File: src/rtl/pcfl_pkg.sv
// shared types and constants for the per-class flood limiter
package pcfl_pkg;

   localparam int NUM_CLASSES = 6;
   localparam int ClassIdxW   = (NUM_CLASSES > 1) ? $clog2(NUM_CLASSES) : 1;

   localparam int MsgClassW   = 3;
   localparam int TimeW       = 32;
   localparam int GapW        = 16;
   localparam int StrikeW     = 8;
   localparam int MuteW       = 20;
   localparam int CsrDataW    = 20;

   localparam logic [StrikeW-1:0] StrikeMax = {StrikeW{1'b1}};

   localparam logic [GapW-1:0]    FloodGapReset    = GapW'(1000);
   localparam logic [StrikeW-1:0] StrikeLimitReset = StrikeW'(5);
   localparam logic [MuteW-1:0]   MuteReset        = MuteW'(10000);
   localparam logic [GapW-1:0]    WarnGapReset     = GapW'(2000);

   typedef enum logic [1:0] {
      CFG_FLOOD_GAP    = 2'd0,
      CFG_STRIKE_LIMIT = 2'd1,
      CFG_MUTE         = 2'd2,
      CFG_WARN_GAP     = 2'd3
   } cfg_index_type;

   typedef struct packed {
      logic [GapW-1:0]    flood_gap;
      logic [StrikeW-1:0] strike_limit;
      logic [MuteW-1:0]   mute;
      logic [GapW-1:0]    warn_gap;
   } cfg_type;

   typedef struct packed {
      logic [TimeW-1:0]   last_event;
      logic [TimeW-1:0]   last_warn;
      logic [TimeW-1:0]   mute_until;
      logic [StrikeW-1:0] strike;
   } entry_type;

   typedef struct packed {
      logic muted;
      logic warn;
   } result_type;

endpackage

File: src/rtl/pcfl_req_if.sv
// request channel: message class and timestamp
interface pcfl_req_if;
   import pcfl_pkg::*;

   logic                 valid;
   logic                 ready;
   logic [MsgClassW-1:0] msg_class;
   logic [TimeW-1:0]     now_ms;

   modport source (output valid, output msg_class, output now_ms, input ready);
   modport sink   (input valid, input msg_class, input now_ms, output ready);
endinterface

File: src/rtl/pcfl_rsp_if.sv
// response channel: muted and warn flags
interface pcfl_rsp_if;
   logic valid;
   logic ready;
   logic muted;
   logic warn;

   modport source (output valid, output muted, output warn, input ready);
   modport sink   (input valid, input muted, input warn, output ready);
endinterface

File: src/rtl/pcfl_update.sv
// per-class entry update: strike count, mute and warning decision
module pcfl_update (
   input  pcfl_pkg::entry_type            cur,
   input  pcfl_pkg::cfg_type              cfg,
   input  logic [pcfl_pkg::TimeW-1:0]     now_ms,
   output pcfl_pkg::entry_type            nxt,
   output pcfl_pkg::result_type           res
);
   import pcfl_pkg::*;

   logic [TimeW-1:0]   ev_diff;
   logic [TimeW-1:0]   warn_diff;
   logic [TimeW-1:0]   mute_diff;
   logic               strike_hit;
   logic [StrikeW-1:0] strike_inc;
   logic               mute_hit;
   logic               warn_due;

   always_comb begin
      ev_diff    = now_ms - cur.last_event;
      // negative gap counts as a strike too
      strike_hit = ev_diff[TimeW-1] || (ev_diff < TimeW'(cfg.flood_gap));
      strike_inc = cur.strike;
      if (strike_hit && (cur.strike != StrikeMax)) begin
         strike_inc = cur.strike + StrikeW'(1);
      end
      mute_hit  = (strike_inc >= cfg.strike_limit);
      mute_diff = now_ms - cur.mute_until;
      warn_diff = now_ms - cur.last_warn;
      warn_due  = !warn_diff[TimeW-1] && (warn_diff > TimeW'(cfg.warn_gap));

      nxt            = cur;
      nxt.last_event = now_ms;
      nxt.strike     = strike_inc;
      res            = '0;
      if (mute_hit) begin
         nxt.mute_until = now_ms + TimeW'(cfg.mute);
         nxt.strike     = '0;
         // now minus (now + mute) is negative exactly when mute is nonzero
         res.muted      = |cfg.mute;
      end else begin
         res.muted      = mute_diff[TimeW-1];
      end
      if (res.muted && warn_due) begin
         nxt.last_warn = now_ms;
         res.warn      = 1'b1;
      end
   end
endmodule

File: src/rtl/per_class_flood_limiter.sv
// top level of the per-class flood limiter: class table, pipeline and config registers
//
// Takes one item per clock while the response side is not stalled: each item
// names a message class and carries a millisecond timestamp, and gets exactly
// one response with muted and warn. Throughput is one item per cycle under
// the same condition. An item goes through the input register and then the
// response register, which shows its response; a held response stalls both.
// The rate is set by the single read-modify-write of the class table entry,
// done between those two registers, so a following item of the same class
// always sees the updated entry. The class table lives in flip-flops and is
// cleared by reset. Class codes at or above the number of classes are treated
// as class 0. The user must write configuration registers through the csr port
// while no item is in flight; the block itself does not enforce this.
module per_class_flood_limiter (
   input  logic                            clock,
   input  logic                            reset,
   pcfl_req_if.sink                        req_ch,
   pcfl_rsp_if.source                      rsp_ch,
   input  logic                            csr_we,
   input  pcfl_pkg::cfg_index_type         csr_index,
   input  logic [pcfl_pkg::CsrDataW-1:0]   csr_wdata
);
   import pcfl_pkg::*;

   // configuration registers
   cfg_type cfg_ff;

   // class table, one entry per class
   entry_type table_ff [NUM_CLASSES];

   // input register
   logic                 s1_valid_ff, s1_valid_in;
   logic [ClassIdxW-1:0] s1_idx_ff;
   logic [TimeW-1:0]     s1_now_ff;

   // response register
   logic       rsp_valid_ff, rsp_valid_in;
   result_type rsp_res_ff;

   // handshake and update signals
   logic                 req_fire;
   logic                 s2_open;
   logic                 s1_fire;
   logic [ClassIdxW-1:0] req_idx;
   entry_type            cur_entry;
   entry_type            nxt_entry;
   result_type           upd_res;

   // output side can take an item when empty or draining this cycle
   always_comb begin
      s2_open      = !rsp_valid_ff || rsp_ch.ready;
      s1_fire      = s1_valid_ff && s2_open;
      req_ch.ready = !s1_valid_ff || s2_open;
      req_fire     = req_ch.valid && req_ch.ready;
      // out-of-range classes fold onto class 0
      if (32'(req_ch.msg_class) < NUM_CLASSES) begin
         req_idx = ClassIdxW'(req_ch.msg_class);
      end else begin
         req_idx = '0;
      end
      s1_valid_in  = req_fire ? 1'b1 : (s1_fire ? 1'b0 : s1_valid_ff);
      rsp_valid_in = s1_fire ? 1'b1 : (rsp_ch.ready ? 1'b0 : rsp_valid_ff);
      cur_entry    = table_ff[s1_idx_ff];
   end

   pcfl_update u_update (
      .cur    (cur_entry),
      .cfg    (cfg_ff),
      .now_ms (s1_now_ff),
      .nxt    (nxt_entry),
      .res    (upd_res)
   );

   // configuration writes
   always_ff @(posedge clock) begin
      if (reset) begin
         cfg_ff.flood_gap    <= FloodGapReset;
         cfg_ff.strike_limit <= StrikeLimitReset;
         cfg_ff.mute         <= MuteReset;
         cfg_ff.warn_gap     <= WarnGapReset;
      end else if (csr_we) begin
         case (csr_index)
            CFG_FLOOD_GAP:    cfg_ff.flood_gap    <= csr_wdata[GapW-1:0];
            CFG_STRIKE_LIMIT: cfg_ff.strike_limit <= csr_wdata[StrikeW-1:0];
            CFG_MUTE:         cfg_ff.mute         <= csr_wdata[MuteW-1:0];
            CFG_WARN_GAP:     cfg_ff.warn_gap     <= csr_wdata[GapW-1:0];
            default: ;
         endcase
      end
   end

   // class table: write back the updated entry as the item moves on
   always_ff @(posedge clock) begin
      if (reset) begin
         for (int i = 0; i < NUM_CLASSES; i++) begin
            table_ff[i] <= '0;
         end
      end else if (s1_fire) begin
         table_ff[s1_idx_ff] <= nxt_entry;
      end
   end

   // pipeline control
   always_ff @(posedge clock) begin
      if (reset) begin
         s1_valid_ff  <= 1'b0;
         rsp_valid_ff <= 1'b0;
      end else begin
         s1_valid_ff  <= s1_valid_in;
         rsp_valid_ff <= rsp_valid_in;
      end
   end

   // payload registers, no reset
   always_ff @(posedge clock) begin
      if (req_fire) begin
         s1_idx_ff <= req_idx;
         s1_now_ff <= req_ch.now_ms;
      end
      if (s1_fire) begin
         rsp_res_ff <= upd_res;
      end
   end

   assign rsp_ch.valid = rsp_valid_ff;
   assign rsp_ch.muted = rsp_res_ff.muted;
   assign rsp_ch.warn  = rsp_res_ff.warn;

   // a warning is only ever raised for a muted item
   a_warn_needs_mute: assert property (@(posedge clock) disable iff (reset)
      rsp_valid_ff |-> (!rsp_res_ff.warn || rsp_res_ff.muted))
      else $error("warn raised without muted");

   // after an update the stored strike count sits below the limit
   a_strike_below_limit: assert property (@(posedge clock) disable iff (reset)
      s1_fire |=> ((table_ff[$past(s1_idx_ff)].strike < $past(cfg_ff.strike_limit))
                   || ($past(cfg_ff.strike_limit) == '0)))
      else $error("strike count left at or above limit");

   // a warning records its time in the class entry
   a_warn_time_kept: assert property (@(posedge clock) disable iff (reset)
      (s1_fire && upd_res.warn) |=>
         (table_ff[$past(s1_idx_ff)].last_warn == $past(s1_now_ff)))
      else $error("warning time not stored");

   // every item leaving the input register lands in the response register
   a_item_to_rsp: assert property (@(posedge clock) disable iff (reset)
      s1_fire |=> (rsp_valid_ff && (rsp_res_ff == $past(upd_res))))
      else $error("response register missed an item");
endmodule
File: src/flat_wrapper.sv
// flat-port wrapper written by rule: the top's interface ports become plain ports
module per_class_flood_limiter_flat import pcfl_pkg::*;
  (clock, reset, csr_we, csr_index, csr_wdata, req_ch_valid, req_ch_msg_class, req_ch_now_ms, req_ch_ready, rsp_ch_valid, rsp_ch_muted, rsp_ch_warn, rsp_ch_ready);
  pcfl_req_if req_ch_i ();
  pcfl_rsp_if rsp_ch_i ();
  input  logic clock;
  input  logic reset;
  input  logic csr_we;
  input  pcfl_pkg::cfg_index_type csr_index;
  input  logic [pcfl_pkg::CsrDataW-1:0] csr_wdata;
  input wire logic [$bits(req_ch_i.valid)-1:0] req_ch_valid;
  input wire logic [$bits(req_ch_i.msg_class)-1:0] req_ch_msg_class;
  input wire logic [$bits(req_ch_i.now_ms)-1:0] req_ch_now_ms;
  output wire logic [$bits(req_ch_i.ready)-1:0] req_ch_ready;
  output wire logic [$bits(rsp_ch_i.valid)-1:0] rsp_ch_valid;
  output wire logic [$bits(rsp_ch_i.muted)-1:0] rsp_ch_muted;
  output wire logic [$bits(rsp_ch_i.warn)-1:0] rsp_ch_warn;
  input wire logic [$bits(rsp_ch_i.ready)-1:0] rsp_ch_ready;
  assign req_ch_i.valid = req_ch_valid;
  assign req_ch_i.msg_class = req_ch_msg_class;
  assign req_ch_i.now_ms = req_ch_now_ms;
  assign req_ch_ready = req_ch_i.ready;
  assign rsp_ch_valid = rsp_ch_i.valid;
  assign rsp_ch_muted = rsp_ch_i.muted;
  assign rsp_ch_warn = rsp_ch_i.warn;
  assign rsp_ch_i.ready = rsp_ch_ready;
  per_class_flood_limiter u_core (.clock(clock), .reset(reset), .req_ch(req_ch_i), .rsp_ch(rsp_ch_i), .csr_we(csr_we), .csr_index(csr_index), .csr_wdata(csr_wdata));
endmodule
File: config.mk
export PLATFORM = sky130hd
export DESIGN_NAME = per_class_flood_limiter_flat
export DESIGN_NICKNAME = d
export VERILOG_FILES = /design/src/rtl/pcfl_pkg.sv /design/src/rtl/pcfl_req_if.sv /design/src/rtl/pcfl_rsp_if.sv /design/src/rtl/pcfl_update.sv /design/src/rtl/per_class_flood_limiter.sv /design/src/flat_wrapper.sv
export SDC_FILE = /design/constraint.sdc
export NUM_CORES = 1
export LEC_CHECK = 0
export ABC_CLOCK_PERIOD_IN_PS = 25800
export BUFFER_PORTS_ARGS = -buffer_cell sky130_fd_sc_hd__buf_2
export CAP_MARGIN = 20
export CORE_UTILIZATION = 55
export DETAILED_ROUTE_END_ITERATION = 16
export PLACE_DENSITY = 0.71
export SYNTH_ARGS = -nofsm -noshare
export SYNTH_HDL_FRONTEND = slang
export SYNTH_SLANG_ARGS = --single-unit
File: constraint.sdc
create_clock -name clock -period 25.8 [get_ports clock]
set_input_delay 3.87 -clock clock [delete_from_list [all_inputs] [get_ports clock]]
set_output_delay 3.87 -clock clock [all_outputs]
set_load 0.02 [all_outputs]
==> results.toml <==
[cts]
clock_sinks = 934
cts-root-buf = "clkbuf_16"
cts_tree = "built"
clk_pin_slew_ns = 0.06
ctsResizeCount = 0
clock_latency_ns = 0.68
cts_hold_buf = 0
cts_htree_levels = 3
post_cts_buffers = 0
cts_max_path_buffers = 3
cts_made_buffers = 95

[global_routing]
grt_overflow = 0
antenna_found_initial = 4
grt_max_degree = 103
grtUsageTotal_pct = 28.2
first_global_vias = 30600
grt_pass1_wl_um = 184000

[synth]
synth_area_leaders = "edfxtp_1 55%, mux4_2 9.9%, mux2i_1 5.5%, nand2_1 4.8%, ha_1 4.1%"
yosysSeqAreaShare_pct = 57.9
yosysUniqueCellTypes = 80
netlist_instances = 3713
synthesis.area_um2 = 47300
async_flop_share_pct = 0
syn_avg_cell_area_um2 = 12.7
synth_common_cells = "869 x edfxtp_1, 600 x nand2_1, 314 x inv_1"
yosysTopAreaCellShare_pct = 55.2
synth-seq-cells = 934
syn-num-nets = 3932
synth_top_area_cell = "edfxtp_1"
synth_edf_count = 869
synth.most_common_cell = "edfxtp_1"
yosysWarnings = 0
synth_flop_cell = "edfxtp_1"

[power_and_ir_drop]
power_frac_clock_pct = 35.5
finalPower_w = 0.00393
powerDensity_nw_per_um2 = 75.6
switching_share_pct = 27.9
power_frac_seq_pct = 44.4
p_leak_nw = 20.9
peakVddDrop_v = 0.0000658
intPower_w = 0.00283
pwr-share-comb_pct = 20.1
p_sw_w = 0.00110

[critical_path]
slowest_stage = "dfxtp_4"
worstPathMaxFanout = 102
worst_setup_path_start_kind = "flop"
criticalPathCategory = "reg2reg"
worstPathRequired_ns = 26.16
max_stage_delay_ns = 0.84
path_common_cell = "buf_4"
cp-end-kind = "flop"
arrival_ns = 12.31

[placed_design]
gp_congestion = 0.936
placed_area_um2 = 48800
place_inst = 4800
hpwl_um = 74900
port-buffer-count = 65

[cells_and_area]
seqCellArea_um2 = 27400
syn2layout_area_growth_pct = 9.78
multiInputGateArea_um2 = 17800
final_cell_area_um2 = 51900
nFillCells = 6617
fin_cells = 4981
drive_above_1_share_pct = 15.2
nets = 3972

[drt]
avgViaCountPerCell = 6.12
num_vias = 30500
drcViolationCount = 0
drtAntennaViolNets = 0
drt_iter0_drc = 3139
wl_per_cell_um = 24.2
drtPass1Iterations = 6
drt-total-wl_um = 121000

[timing]
setup_viol = 0
tns_ns = 0
clock_skew_ns = 0.0278
min_period_ns = 11.95
drv_slew = 0
rsz0062_at_grt = "false"
maxSlewHeadroom_pct = 27.8
hold_violations = 0
fmax_mhz = 83.7
min_period_over_period_pct = 46.3
whs_ns = 0.457
tightest_slew_ns = 1.08

[die]
die-area_um2 = 87100
initial_core_util_pct = 55.5
io_pins = 66
rows = 107
dieHeight_um = 295
core_um2 = 85100
die_x_um = 295

[flow_run]
drv_cap = 0

[hold_path]
holdCritPathClass = "reg2reg"

[outcome]
status = "complete, no violations"
[path summary, 6_finish.rpt]
path	from	endpoint	depth (start not counted)	slack, ns
max	flop	u_core.table_ff[7][54]	38	13.85
max reg2reg	flop	u_core.table_ff[7][54]	38	13.85
min reg2reg	u_core.cfg_ff[14]	u_core.cfg_ff[14]	2	0.46
min	u_core.cfg_ff[14]	u_core.cfg_ff[14]	2	0.46
[per-stage QoR]
step           util [%]  setup WS (ns)
2_1_floorplan         -          13.58
3_3_place_gp       57.3          14.11
3_5_place_dp       57.3          13.96
4_1_cts            61.0          13.87
5_1_grt            61.0          13.10
6_report           61.0          13.85
[critical path, delay by kind of cell, from the launching register on]
kind | cells | cell delay (ns)
xor gates and xnor gates | 2 | 0.46
AOI/OAI and AO/OA | 11 | 2.03
and+or+nand+nor | 12 | 2.09
buffers and inverters | 7 | 3.69
DFF | 1 | 0.84
muxes | 3 | 1.26
adders and majority gates | 3 | 0.98
[placed cells by master, fill, tap and decap left out, types with 52 or more instances in the layout]
cell type	instances
dfxtp_1	62
clkbuf_16	97
nand2_1	599
mux2i_1	258
nor2_1	304
mux4_2	208
buf_4	70
ha_1	154
buf_2	65
xnor2_1	52
inv_1	313
a21oi_1	153
edfxtp_1	869
[power by group through the flow]
stage	sequential [W]	combinational, W	clock, W
2_1_floorplan	0.00176	0.000622	0
3_3_place_gp	0.00177	0.000774	0
3_5_place_dp	0.00177	0.000780	0
4_1_cts	0.00174	0.000786	0.00141
5_1_grt	0.00175	0.000853	0.00147
6_report	0.00174	0.000791	0.00139
[cells by family (layout without fill, tap and decap cells)]
group           after synthesis  count (layout)  synth area share [%]
buf+inv                     512             634                  4.52
flops                       934             934                  57.9
mux                         515             515                  16.6
fa+ha+maj                   157             157                  4.20
xor+xnor                     76              76                  1.42
other cells                   0               2                     0
compound gates              418             418                  5.69
simple gates               1101            1101                  9.68
[sequential cells by signal, indices dropped and copies added (netlist names), named ones only]
name and flops:
u_core.rsp_ch.muted 1, u_core.rsp_ch.warn 1, u_core.cfg_ff 60, u_core.s1_now_ff 32
u_core.s1_valid_ff 1, u_core.s1_idx_ff 3, u_core.table_ff 832, u_core.rsp_ch.valid 1
[layer usage]
layer  global-route usage, %  part of all wire [%]
met1                    39.3                    41
met2                    46.6                    49
met3                    3.92                   8.2
met4                    7.67                   2.3
met5                       0                     0
[cell type report]
class / instances / share of cell area (%)
flip-flops and latches: 934 / 52.8
inverters: 319 / 2.31
multi-input cells: 2267 / 34.4
well taps: 1144 / 2.76
diodes: 2 / 0.00964
clock inverters: 61 / 1.24
repair buffers: 136 / 1.68
clock buffers: 118 / 4.83
Note: power is estimated with default switching activity, not from simulation.
